[config.mk]
export PLATFORM = sky130hd
export DESIGN_NAME = bis_ctrl
export DESIGN_NICKNAME = d
export VERILOG_FILES = /design/src/hdl/bis_pkg.sv /design/src/hdl/bis_ctrl.sv
export SDC_FILE = /design/constraint.sdc
export NUM_CORES = 1
export LEC_CHECK = 0
export BUFFER_PORTS_ARGS = -buffer_cell sky130_fd_sc_hd__buf_2
export CAP_MARGIN = 20
export CORE_MARGIN = 2
export CORE_UTILIZATION = 30
export DETAILED_ROUTE_END_ITERATION = 7
export SLEW_MARGIN = 20
export SYNTH_ARGS = -nofsm -noshare
export SYNTH_HDL_FRONTEND = slang
export SYNTH_SLANG_ARGS = --single-unit
[constraint.sdc]
create_clock -name clk -period 8.6 [get_ports clk]
set_input_delay 0.43 -clock clk [delete_from_list [all_inputs] [get_ports clk]]
set_output_delay 0.43 -clock clk [all_outputs]
set_load 0.1 [all_outputs]
[src/hdl/bis_pkg.sv]
package bis_pkg;

  localparam int MAX_ELEMS_DEF  = 1024;
  localparam int MAX_BLOCKS_DEF = 1024;

  localparam int REG_W     = 11;
  localparam int KEY_W     = 32;
  localparam int POS_W     = 10;
  localparam int STATUS_W  = 3;
  localparam int REQ_W     = 2;
  localparam int CFG_IDX_W = 2;

  localparam logic [REG_W-1:0] ELEM_COUNT_RST = 11'd1024;
  localparam logic [REG_W-1:0] BLOCK_SIZE_RST = 11'd32;

  localparam logic [CFG_IDX_W-1:0] CFG_ELEM_COUNT = 2'd0;
  localparam logic [CFG_IDX_W-1:0] CFG_BLOCK_SIZE = 2'd1;

  localparam logic [REQ_W-1:0] REQ_LOAD  = 2'd0;
  localparam logic [REQ_W-1:0] REQ_QUERY = 2'd1;

  typedef enum logic [STATUS_W-1:0] {
    ST_LOADED = 3'd0,
    ST_REJECT = 3'd1,
    ST_FOUND  = 3'd2,
    ST_MISS   = 3'd3,
    ST_CLEAR  = 3'd4
  } status_t;

  typedef enum logic [2:0] {
    S_IDLE,
    S_BS,
    S_BW,
    S_SETUP,
    S_CALC,
    S_SCAN
  } state_t;

endpackage

[src/hdl/bis_ctrl.sv]
module bis_ctrl #(
  parameter int MAX_ELEMS  = bis_pkg::MAX_ELEMS_DEF,
  parameter int MAX_BLOCKS = bis_pkg::MAX_BLOCKS_DEF
) (
  input  logic                                clk,
  input  logic                                rst_n,
  input  logic                                start,
  output logic                                busy,
  input  logic [bis_pkg::REQ_W-1:0]           in_req_type,
  input  logic signed [bis_pkg::KEY_W-1:0]    in_key,
  input  logic [$clog2(MAX_ELEMS+1)-1:0]      n_eff,
  input  logic [$clog2(MAX_ELEMS+1)-1:0]      b_eff,
  output logic                                val_we,
  output logic [$clog2(MAX_ELEMS)-1:0]        val_waddr,
  output logic [bis_pkg::KEY_W-1:0]           val_wdata,
  output logic                                val_re,
  output logic [$clog2(MAX_ELEMS)-1:0]        val_raddr,
  input  logic [bis_pkg::KEY_W-1:0]           val_rdata,
  output logic                                idx_we,
  output logic [$clog2(MAX_BLOCKS)-1:0]       idx_waddr,
  output logic [bis_pkg::KEY_W-1:0]           idx_wdata,
  output logic                                idx_re,
  output logic [$clog2(MAX_BLOCKS)-1:0]       idx_raddr,
  input  logic [bis_pkg::KEY_W-1:0]           idx_rdata,
  output logic                                out_valid,
  output logic [bis_pkg::STATUS_W-1:0]        out_status,
  output logic [bis_pkg::POS_W-1:0]           out_position
);
  import bis_pkg::*;

  localparam int EW = $clog2(MAX_ELEMS + 1);
  localparam int EA = $clog2(MAX_ELEMS);
  localparam int BA = $clog2(MAX_BLOCKS);
  localparam int CW = $clog2(((MAX_ELEMS > MAX_BLOCKS) ? MAX_ELEMS : MAX_BLOCKS) + 1);
  localparam int SW = CW + EW;

  state_t state_r, state_nxt;

  logic [EW-1:0] wc_r, wc_nxt;
  logic [EW-1:0] ibc_r, ibc_nxt;
  logic [EW-1:0] bt_r, bt_nxt;
  logic signed [KEY_W-1:0] key_r, key_nxt;
  logic [CW-1:0] lo_r, lo_nxt;
  logic [CW-1:0] hi_r, hi_nxt;
  logic [CW-1:0] cnt_r, cnt_nxt;
  logic [CW-1:0] mid_r, mid_nxt;
  logic [SW-1:0] start_r, start_nxt;
  logic [EW-1:0] issue_r, issue_nxt;
  logic [EW-1:0] end_r, end_nxt;
  logic [EW-1:0] pend_idx_r, pend_idx_nxt;
  logic pend_v_r, pend_v_nxt;
  logic out_valid_r, out_valid_nxt;
  status_t out_status_r, out_status_nxt;
  logic [POS_W-1:0] out_pos_r, out_pos_nxt;

  logic [EW-1:0] wc_inc, ibc_inc;
  logic [CW-1:0] cnt_c, mid_c;
  logic [SW:0] end_sum;
  logic [EW-1:0] end_lim, end_c;
  logic lo_lt_hi, lo_lt_cnt, start_lt_end, scan_hit, issue_lt_end, idx_room;
  logic is_load, is_query, wc_full;

  assign wc_inc  = wc_r + 1'b1;
  assign ibc_inc = ibc_r + 1'b1;
  assign idx_room = (CW'(bt_r) < CW'(MAX_BLOCKS));
  assign cnt_c   = idx_room ? CW'(bt_r) : CW'(MAX_BLOCKS);
  assign mid_c   = lo_r + ((hi_r - lo_r) >> 1);
  assign lo_lt_hi  = (lo_r < hi_r);
  assign lo_lt_cnt = (lo_r < cnt_r);
  assign end_sum = (SW+1)'(start_r) + (SW+1)'(b_eff);
  assign end_lim = (n_eff < wc_r) ? n_eff : wc_r;
  assign end_c   = (end_sum < (SW+1)'(end_lim)) ? EW'(end_sum) : end_lim;
  assign start_lt_end = ((SW+1)'(start_r) < (SW+1)'(end_c));
  assign scan_hit     = pend_v_r && (val_rdata == key_r);
  assign issue_lt_end = (issue_r < end_r);
  assign is_load  = (in_req_type == REQ_LOAD);
  assign is_query = (in_req_type == REQ_QUERY);
  assign wc_full  = (wc_r >= n_eff);

  // next state
  always_comb begin
    state_nxt = state_r;
    case (state_r)
      S_IDLE: begin
        if (start && is_query) state_nxt = S_BS;
      end
      S_BS:    state_nxt = lo_lt_hi ? S_BW : S_SETUP;
      S_BW:    state_nxt = S_BS;
      S_SETUP: state_nxt = lo_lt_cnt ? S_CALC : S_IDLE;
      S_CALC:  state_nxt = start_lt_end ? S_SCAN : S_IDLE;
      S_SCAN: begin
        if (scan_hit || !issue_lt_end) state_nxt = S_IDLE;
      end
      default: state_nxt = S_IDLE;
    endcase
  end

  // datapath and memory control
  always_comb begin
    wc_nxt = wc_r;
    ibc_nxt = ibc_r;
    bt_nxt = bt_r;
    key_nxt = key_r;
    lo_nxt = lo_r;
    hi_nxt = hi_r;
    cnt_nxt = cnt_r;
    mid_nxt = mid_r;
    start_nxt = start_r;
    issue_nxt = issue_r;
    end_nxt = end_r;
    pend_idx_nxt = pend_idx_r;
    pend_v_nxt = pend_v_r;
    out_valid_nxt = 1'b0;
    out_status_nxt = out_status_r;
    out_pos_nxt = out_pos_r;
    val_we = 1'b0;
    val_waddr = EA'(wc_r);
    val_wdata = in_key;
    val_re = 1'b0;
    val_raddr = EA'(issue_r);
    idx_we = 1'b0;
    idx_waddr = BA'(bt_r);
    idx_wdata = in_key;
    idx_re = 1'b0;
    idx_raddr = BA'(mid_c);
    case (state_r)
      S_IDLE: begin
        if (start) begin
          if (is_load) begin
            out_valid_nxt = 1'b1;
            out_pos_nxt = '0;
            if (wc_full) begin
              out_status_nxt = ST_REJECT;
            end else begin
              out_status_nxt = ST_LOADED;
              val_we = 1'b1;
              wc_nxt = wc_inc;
              ibc_nxt = ibc_inc;
              // close the block on a full block or on the last value
              if (ibc_inc >= b_eff || wc_inc == n_eff) begin
                idx_we = idx_room;
                bt_nxt = bt_r + 1'b1;
                ibc_nxt = '0;
              end
            end
          end else if (is_query) begin
            key_nxt = in_key;
            lo_nxt = '0;
            hi_nxt = cnt_c;
            cnt_nxt = cnt_c;
          end else begin
            wc_nxt = '0;
            ibc_nxt = '0;
            bt_nxt = '0;
            out_valid_nxt = 1'b1;
            out_status_nxt = ST_CLEAR;
            out_pos_nxt = '0;
          end
        end
      end
      S_BS: begin
        if (lo_lt_hi) begin
          idx_re = 1'b1;
          mid_nxt = mid_c;
        end
      end
      S_BW: begin
        if ($signed(idx_rdata) >= key_r) begin
          hi_nxt = mid_r;
        end else begin
          lo_nxt = mid_r + 1'b1;
        end
      end
      S_SETUP: begin
        start_nxt = SW'(lo_r) * SW'(b_eff);
        if (!lo_lt_cnt) begin
          out_valid_nxt = 1'b1;
          out_status_nxt = ST_MISS;
          out_pos_nxt = '0;
        end
      end
      S_CALC: begin
        issue_nxt = EW'(start_r);
        end_nxt = end_c;
        pend_v_nxt = 1'b0;
        if (!start_lt_end) begin
          out_valid_nxt = 1'b1;
          out_status_nxt = ST_MISS;
          out_pos_nxt = '0;
        end
      end
      S_SCAN: begin
        if (scan_hit) begin
          out_valid_nxt = 1'b1;
          out_status_nxt = ST_FOUND;
          out_pos_nxt = POS_W'(pend_idx_r);
          pend_v_nxt = 1'b0;
        end else if (issue_lt_end) begin
          // issue one read a cycle, compare it the cycle after
          val_re = 1'b1;
          pend_v_nxt = 1'b1;
          pend_idx_nxt = issue_r;
          issue_nxt = issue_r + 1'b1;
        end else begin
          out_valid_nxt = 1'b1;
          out_status_nxt = ST_MISS;
          out_pos_nxt = '0;
          pend_v_nxt = 1'b0;
        end
      end
      default: begin
      end
    endcase
  end

  always_ff @(posedge clk) begin
    if (!rst_n) begin
      state_r <= S_IDLE;
      wc_r <= '0;
      ibc_r <= '0;
      bt_r <= '0;
      pend_v_r <= 1'b0;
      out_valid_r <= 1'b0;
    end else begin
      state_r <= state_nxt;
      wc_r <= wc_nxt;
      ibc_r <= ibc_nxt;
      bt_r <= bt_nxt;
      pend_v_r <= pend_v_nxt;
      out_valid_r <= out_valid_nxt;
    end
  end

  always_ff @(posedge clk) begin
    key_r <= key_nxt;
    lo_r <= lo_nxt;
    hi_r <= hi_nxt;
    cnt_r <= cnt_nxt;
    mid_r <= mid_nxt;
    start_r <= start_nxt;
    issue_r <= issue_nxt;
    end_r <= end_nxt;
    pend_idx_r <= pend_idx_nxt;
    out_status_r <= out_status_nxt;
    out_pos_r <= out_pos_nxt;
  end

  assign busy = (state_r != S_IDLE);
  assign out_valid = out_valid_r;
  assign out_status = out_status_r;
  assign out_position = out_pos_r;

  a_strobe_idle: assert property (@(posedge clk) disable iff (!rst_n)
    out_valid_r |-> (state_r == S_IDLE))
    else $error("result strobe while a query is still running");

  a_blocks_le_count: assert property (@(posedge clk) disable iff (!rst_n)
    bt_r <= wc_r)
    else $error("block count exceeds loaded value count");

  a_fill_le_count: assert property (@(posedge clk) disable iff (!rst_n)
    ibc_r <= wc_r)
    else $error("in-block count exceeds loaded value count");

  a_query_busy: assert property (@(posedge clk) disable iff (!rst_n)
    (start && !busy && is_query) |=> (busy && !out_valid_r))
    else $error("query did not enter search");

  a_load_result: assert property (@(posedge clk) disable iff (!rst_n)
    (start && !busy && !is_query) |=> (out_valid_r && !busy))
    else $error("load or clear gave no result in the next cycle");

endmodule
### After elaboration in Yosys (flattened, before gate mapping)

Cells that the tools add are included.

* add/sub/neg operators: 8
* multiply operators: 1
* div/mod/pow operators: 0
* $lt $le $gt $ge: 10
* equal/unequal tests: 24
* shifts and indexed selects: 0
* multiplexer cells: 71
* bitwise gates (word level): 2
* reductions and logical operators: 21

Operators by type and width (number)
* $mux W11: 22
* $mux W10: 7
* $pmux W11 S2: 3
* $add A11 B1 Y11 const B: 5
* $lt A11 B11 Y1: 4
* $pmux W10 S4: 1
* $mux W3: 11
* $eq A32 B32 Y1: 1
* $ge A32 B32 Y1: 1
* $ne A2 B2 Y1 const B: 13
* $add A22 B11 Y23: 1
* $lt A23 B11 Y1: 1
* $mux W1: 23
* $ge A11 B11 Y1: 2
* $lt A22 B11 Y1: 1
* $mul A11 B11 Y22: 1
* $pmux W3 S6: 1
* $reduce_and A5 Y1: 3
* $pmux W3 S4: 1
* $add A11 B10 Y11: 1
* $eq A11 B11 Y1: 1
* $lt A11 B11 Y1 const B: 1
* $sub A11 B11 Y11: 1
* $reduce_and A4 Y1: 2
* other kinds (20): 29

* register bits after elaboration: 181
* latch bits: 0
* bits in writable memories: 0
* memory bits (read-only): 0
* input port bits: 123
* output and inout bits: 123
* logic and storage cells: 154
* memories kept: 0

### Depth between registers and ports, before layout

Gate-level depths: netlist (run 1).

* depth in word-level cells: 8
* depth in mapped cells: 31
* depth with buffers taken out: 28

### Least setup slack after synthesis (run 1)

Ideal clock, no wire load.

* kind: in2reg
* start: in n_eff[4]
* end: reg out_pos_r[0], in the netlist out_position[0], enable pin
* setup time: 417 ps
* data arrival time: 6802 ps
* data required time: 8183 ps
* slack: 1381 ps
* stages: 26
* path buffers: 3
* cells stage by stage: inv_1 -> ha_1 -> a211oi_1 -> o21a_1 -> or2_1 -> a32oi_2 -> clkbuf_1 -> mux2i_1 -> ha_1 -> a21o_1 -> a21o_1 -> a21oi_1 -> and4_1 -> a2111oi_0 -> or4_1 -> buf_2 -> clkbuf_1 -> a21o_1 -> ha_1 -> nand4_1 -> nor4_1 -> a21oi_1 -> nand2_1 -> nor3b_1 -> mux2_4 -> nor4_1

* word-level cells in the longest chain between the ends: 7

Ends and longest elaborated chain
* from (decl): line bis_ctrl.sv:11 `input logic [$clog2(MAX_ELEMS+1)-1:0] n_eff,`
* $lt A11 B11 Y1: line bis_ctrl.sv:71 `assign end_lim = (n_eff < wc_r) ? n_eff : wc_r;`
* $mux W11 *: line bis_ctrl.sv:71
* $lt A23 B11 Y1: line bis_ctrl.sv:72 `assign end_c = (end_sum < (SW+1)'(end_lim)) ? EW'(end_sum) : end_lim;`
* $mux W11 *: line bis_ctrl.sv:72
* $lt A22 B11 Y1 *: line bis_ctrl.sv:73 `assign start_lt_end = ((SW+1)'(start_r) < (SW+1)'(end_c));`
* $ne A2 B2 Y1 (no line) *
* $reduce_and A6 Y1 (no line) *
* to (signal assigned): line bis_ctrl.sv:245 `out_pos_r <= out_pos_nxt;`
* to (decl): line bis_ctrl.sv:54 `logic [POS_W-1:0] out_pos_r, out_pos_nxt;`

Every way passes the cells marked *; elsewhere a longest branch is shown, timed or not.
A chain may end at the register's enable or synchronous reset.

### Worst setup path after layout (run 1)

* start: reg wc_r[3]
* end: reg out_pos_r[2], in the netlist out_position[2], enable pin

* word-level cells in the longest chain between the ends: 7

Ends and longest elaborated chain
* from (decl): line bis_ctrl.sv:39 `logic [EW-1:0] wc_r, wc_nxt;`
* from (signal assigned): line bis_ctrl.sv:226 `wc_r <= wc_nxt;`
* $lt A11 B11 Y1: line bis_ctrl.sv:71
* $mux W11 *: line bis_ctrl.sv:71
* $lt A23 B11 Y1: line bis_ctrl.sv:72
* $mux W11 *: line bis_ctrl.sv:72
* $lt A22 B11 Y1 *: line bis_ctrl.sv:73
* $ne A2 B2 Y1 (no line) *
* $reduce_and A6 Y1 (no line) *

Marks and branches as above.

==> impl_metrics.py, run 1 <==
metrics = {
    "run_status": {
        "outcome": "finished clean",
    },
    "synth": {
        "synth_edf_count": 143,
        "ys_seq_elements": 181,
        "seq_area_frac_synth": 0.2999,
        "synthesis.nets": 2198,
        "synth.largest_area_cell": "edfxtp_1",
        "yosysWarningCount": 0,
        "syn_area_per_cell_um2": 9.353,
        "ys_top_cells_by_area": "edfxtp_1 25%, ha_1 14%, fa_1 9.9%",
        "yosysUniqueCellTypes": 79,
        "syn_area_um2": 16850,
        "syn-instance-count": 1802,
        "synth.top_cell.area_share": 0.2548,
        "async_flop_share": 0,
        "synthFlopType": "edfxtp_1",
    },
    "cts": {
        "clockBufferDepth": 2,
        "clk_latency_ns": 0.50,
        "postCtsResizedCells": 0,
        "htreeDepth": 4,
        "hold_buffers": 0,
        "cts_root_buf": "clkbuf_16",
        "clk_pin_slew_ns": 0.08,
        "cts_buffers": 17,
        "cts_tree": "yes",
        "post_cts_buffers": 0,
        "clock-sinks": 181,
    },
    "timing": {
        "drv_slew": 0,
        "rsz0062_at_grt": "no",
        "relSlewSlack": 0.2999,
        "min_period_over_period": 0.8552,
        "fin_ws_ns": 1.245,
        "skew_ns": 0.01558,
        "whs_ns": 0.1241,
        "fmax_ghz": 0.1360,
        "finalSetupTns_ns": 0,
        "tightest_slew_ns": 1.050,
        "finalSetupViolations": 0,
        "hold_viol": 0,
        "period_needed_ns": 7.355,
    },
    "floorplanning": {
        "die_w_um": 241.0,
        "die_h_um": 241.0,
        "core_um2": 55310,
        "rows": 86,
        "die-area_um2": 58100,
        "io_pins": 246,
        "initial_core_util": 0.3047,
    },
    "layout": {
        "final_util": 0.3375,
        "nNetsFinal": 2316,
        "areaGrowthSynthToFinish_pct": 10.76,
        "layout-drive-gt1-share": 0.1671,
        "most-common-layout-cells": "245 x buf_2, 207 x inv_1, 190 x ha_1, 161 x nand2_1, 143 x edfxtp_1",
        "layout_commonest_cell": "buf_2",
    },
    "setup_path": {
        "crit_type": "flip-flop to flip-flop",
        "crit_top_cell": "ha_1",
        "setup.worst_path.end_class": "flip-flop",
        "r2r_cells": 24,
        "crit_slowest_cell": "or4_1",
        "crit_fanout": 33,
        "crit_chain": "ha_1 -> a211oi_1 -> o21a_1 -> or2_1 -> a32oi_2 -> mux2i_1 -> ha_1 -> nor2b_1 -> o2bb2ai_1 -> a21oi_1 -> mux2i_1 -> a2111oi_2 -> nand3_1 -> or4_1 -> a21o_1 -> ha_1 -> nand4_1 -> nor4_1 -> a21oi_1 -> nand2_1 -> nor3b_1 -> mux2_4 -> nor4_2 -> buf_4",
        "critPathMaxStageDelay_ns": 0.96,
        "worstPathRequired_ns": 8.79,
        "worstPathArrival_ns": 7.55,
        "start_kind": "flip-flop",
    },
    "detailed_routing": {
        "vias": 13200,
        "wl_per_cell_um": 18.04,
        "drtPass1Iterations": 5,
        "routed_wl_um": 48410,
        "drc": 0,
        "antenna_left": 0,
        "dr.first_iter.drc_count": 663,
        "viasPerCell": 4.918,
    },
    "power": {
        "pwr-share-clk": 0.233,
        "seq_power_share": 0.313,
        "switching_power_uw": 1413,
        "pwr_density_cell_nw_per_um2": 180.1,
        "leakage_uw": 0.008473,
        "peakVddDrop_mv": 0.2982,
        "p_comb_frac": 0.454,
        "finalPower_uw": 3362,
        "p_int_uw": 1949,
        "swShare": 0.4203,
    },
    "global_routing": {
        "grt_pass1_wl_um": 73020,
        "grt_pass1_vias": 12940,
        "grt-ovfl-total": 0,
        "antenna_found_initial": 7,
        "grt_util_all_layers": 0.1670,
        "grt_max_degree": 45,
    },
    "min_path": {
        "hold_path_depth": 1,
        "hold_path.class": "input pin to flip-flop",
    },
    "placed_design": {
        "gp_congestion": 0.8774,
        "dpl_worst_slack_ns": 1.095,
        "portBuffers": 245,
        "hpwl_um": 38760,
    },
    "flow_run": {
        "drv_cap": 0,
    },
}
[power groups by stage]
stage | combinational (uW) | clock, uW | sequential, uW
final | 1530 | 782 | 1050
after global routing | 1700 | 837 | 1060
after CTS | 1530 | 810 | 1050
after detailed placement | 1510 | 0 | 1070
after global placement | 1500 | 0 | 1070
after floorplan | 1230 | 0 | 1090
[metal layers]
layer	global-route usage	wire [um]
met2	0.2669	22050
met1	0.2218	22150
met4	0.07127	1543
met5	0	34
met3	0.02951	2634
[synthesized netlist by cell type, types with 14 or more instances]
cell,count
nor2_1,116
edfxtp_1,143
ha_1,190
nand3_1,25
xor2_1,46
clkbuf_1,35
inv_1,207
nand4_1,39
nand2_1,161
xnor2_1,75
a21oi_1,88
a211oi_1,14
fa_1,83
buf_4,105
and2_1,33
nor2b_1,32
nor3_1,28
dfxtp_1,38
and3_1,21
o21bai_1,14
o21a_1,18
a21o_1,41
o21ai_0,72
[registers in the layout, indices dropped and copies added (netlist names)]
name          flops
out_position     10
bt_r             11
out_valid         1
out_status        3
start_r          22
wc_r             11
key_r            32
cnt_r            11
state_r           3
ibc_r            11
hi_r             11
lo_r             11
issue_r          11
end_r            11
pend_v_r          1
mid_r            11
pend_idx_r       10
[critical path: cells and delay by family (launching register included)]
| kind | cells | cell delay [ns] |
|---|---|---|
| buffers and inverters | 1 | 0.26 |
| DFF | 1 | 0.60 |
| AOI/OAI and AO/OA | 8 | 1.98 |
| adders and majority gates | 3 | 0.89 |
| muxes | 3 | 0.94 |
| and+or+nand+nor | 9 | 2.36 |
[final cells by class]
| type | count | area [um^2] |
|---|---|---|
| multi-input cells | 1259 | 10050 |
| fillers | 5756 | 36640 |
| clock inverters | 15 | 140.1 |
| repair buffers | 251 | 1271 |
| diodes | 3 | 7.507 |
| flip-flops and latches | 181 | 5055 |
| clock buffers | 17 | 425.4 |
| inverters | 210 | 788.3 |
| well taps | 748 | 935.9 |
[cell families after synthesis]
logic type / count (synthesis) / synth area share
flops: 181 / 0.2999
xor+xnor: 121 / 0.06288
buf+inv: 362 / 0.1052
simple gates: 531 / 0.1588
fa+ha+maj: 273 / 0.2396
compound gates: 309 / 0.1176
mux: 25 / 0.01603
[stage by stage]
stage	area, um^2	std cells
final	18670	2684
after global routing	18670	2684
after CTS	18660	2681
after detailed placement	18090	2649
after global placement	18090	2649
after floorplan	16850	1802
[final timing paths]
check	start	endpoint	slack, ns
worst min-delay path	in_key[20]	key_r[20]	0.12
worst max-delay path	wc_r[3]	out_position[2]	1.24
worst min register to register	ibc_r[5]	ibc_r[5]	0.52
worst max register to register	wc_r[3]	out_position[2]	1.24
Note: power is estimated with default switching activity, not from simulation.
==> run 2, diff against run 1 <==
==> constraint.sdc (replaced) <==
create_clock -name clk -period 7.72 [get_ports clk]
set_input_delay 0.772 -clock clk [delete_from_list [all_inputs] [get_ports clk]]
set_output_delay 0.772 -clock clk [all_outputs]
set_load 0.1 [all_outputs]
==> run 2 against run 1 <==
Effect of this change: non-clock buffer count increased by 4; combinational power increased by 11%; sequential share of layout area decreased by 0.15 points; hold slack improved by 0.35 ns; flip-flop and latch count unchanged; clock-buffer cell count increased by 1.
==> impl_metrics.py, run 2 (same netlist as run 1, synthesis figures left out) <==
metrics = {
    "power": {
        "pwr-share-clk": 0.255,
        "leakage_uw": 0.008528,
        "swShare": 0.4042,
        "pwr_density_cell_nw_per_um2": 205.6,
        "peakVddDrop_mv": 0.3311,
        "switching_power_uw": 1560,
        "p_comb_frac": 0.441,
        "seq_power_share": 0.303,
        "p_int_uw": 2300,
    },
    "setup_path": {
        "crit_fanout": 33,
        "worstPathRequired_ns": 7.91,
        "worstPathArrival_ns": 6.89,
        "setup.worst_path.end_class": "flip-flop",
        "critPathMaxStageDelay_ns": 0.55,
        "rrSetupSlack_ns": 1.02,
        "crit_slowest_cell": "a32oi_2",
        "crit_type": "flip-flop to flip-flop",
        "start_kind": "flip-flop",
    },
    "global_routing": {
        "grt_pass1_vias": 13040,
        "antenna_found_initial": 7,
        "grt_util_all_layers": 0.1659,
        "grt-ovfl-total": 0,
        "grt_max_degree": 45,
        "grt_pass1_wl_um": 73030,
    },
    "detailed_routing": {
        "drtPass1Iterations": 5,
        "dr.first_iter.drc_count": 710,
        "viasPerCell": 4.922,
        "wl_per_cell_um": 17.89,
        "antenna_left": 0,
        "routed_wl_um": 48060,
        "drc": 0,
        "vias": 13220,
    },
    "cts": {
        "cts_tree": "yes",
        "postCtsResizedCells": 0,
        "htreeDepth": 4,
        "cts_root_buf": "clkbuf_16",
        "clk_latency_ns": 0.50,
        "clock-sinks": 181,
        "clk_pin_slew_ns": 0.07,
        "hold_buffers": 0,
        "cts_buffers": 17,
        "post_cts_buffers": 0,
        "clockBufferDepth": 2,
    },
    "floorplanning": {
        "die-area_um2": 58100,
        "core_um2": 55310,
        "io_pins": 246,
        "initial_core_util": 0.3047,
        "die_w_um": 241.0,
        "die_h_um": 241.0,
        "rows": 86,
    },
    "timing": {
        "finalSetupTns_ns": 0,
        "relSlewSlack": 0.3381,
        "finalSetupViolations": 0,
        "hold_viol": 0,
        "period_needed_ns": 6.702,
        "rsz0062_at_grt": "no",
        "min_period_over_period": 0.8681,
        "fmax_ghz": 0.1492,
        "drv_slew": 0,
        "tightest_slew_ns": 0.9892,
        "whs_ns": 0.4744,
        "skew_ns": 0.01361,
    },
    "layout": {
        "most-common-layout-cells": "245 x buf_2, 207 x inv_1, 190 x ha_1, 161 x nand2_1, 143 x edfxtp_1",
        "fillers": 5730,
        "nNetsFinal": 2320,
        "regMostFlops": "key_r",
        "layout-drive-gt1-share": 0.1688,
        "layout_commonest_cell": "buf_2",
        "top_regs": "key_r (32), start_r (22)",
        "areaGrowthSynthToFinish_pct": 11.38,
        "largest_reg_flops": 32,
    },
    "placed_design": {
        "portBuffers": 245,
        "hpwl_um": 38630,
        "gp_congestion": 0.9022,
    },
    "min_path": {
        "hold_path.class": "input pin to flip-flop",
    },
    "flow_run": {
        "drv_cap": 0,
    },
    "run_status": {
        "outcome": "finished clean",
    },
}
-- run 2: cell types whose count changed in the layout (fill, tap and decap cells not counted), sizes merged --
| cell | previous run | this run |
|---|---|---|
| inv | 215 | 213 |
| bufinv | 0 | 4 |
| clkbuf | 17 | 18 |
| diode | 3 | 1 |
| clkinv | 8 | 5 |
| buf | 251 | 255 |
-- run 2: worst paths after layout --
check	cells past startpoint	from	end
worst max-delay path	25	wc_r[2]	out_position[3]
worst min-delay path	1	in_key[0]	key_r[0]
worst max register to register	25	wc_r[2]	out_position[3]
worst min register to register	2	ibc_r[6]	ibc_r[6]
-- run 2: per-stage QoR --
stage | instances | setup slack [ns] | instance area [um^2] | util | power (uW)
CTS | 2685 | 1.048 | 18770 | 0.3393 | 3896
floorplan | 1802 | 0.1586 | 16850 | - | 2583
detailed placement | 2653 | 0.6091 | 18120 | 0.3277 | 2884
global placement | 2653 | 0.7576 | 18120 | 0.3277 | 2855
global route | 2686 | 0.5091 | 18770 | 0.3394 | 4098
finish | 2686 | 1.018 | 18770 | 0.3394 | 3860
-- run 2: final cells by class --
type | count | area [um^2] | area share
clock inverter | 14 | 215.2 | 0.01146
antenna | 1 | 2.502 | 0.0001333
tap | 748 | 935.9 | 0.04985
clock buffer | 18 | 429.2 | 0.02286
sequential | 181 | 5055 | 0.2693
inverter | 210 | 788.3 | 0.04199
multi-input combinational | 1259 | 10050 | 0.5351
timing repair buffer | 255 | 1301 | 0.06931
-- run 2: worst max-delay path: cells and delay by family (launching register included) --
family	cells	cell delay [ns]
flip-flops	1	0.44
adder cells (fa/ha/maj)	3	0.99
AND/OR/NAND/NOR	9	1.74
buffers and inverters	2	0.51
AO/OA/AOI/OAI	9	1.99
multiplexers	2	0.70
-- run 2: power by group through the flow --
stage / registers [uW] / logic [uW] / clock network (uW)
2_1_floorplan: 1210 / 1370 / 0
5_1_grt: 1170 / 1880 / 1050
4_1_cts: 1170 / 1710 / 1020
3_5_place_dp: 1190 / 1690 / 0
6_report: 1170 / 1700 / 986
3_3_place_gp: 1190 / 1660 / 0
-- run 2: routing by layer --
metal | global-route usage | wire length (um) | up-vias
li1 | - | - | 6343
met5 | 0 | 51 | -
met3 | 0.03820 | 3058 | 64
met4 | 0.06192 | 1055 | 8
met2 | 0.2668 | 22300 | 380
met1 | 0.2166 | 21590 | 6426
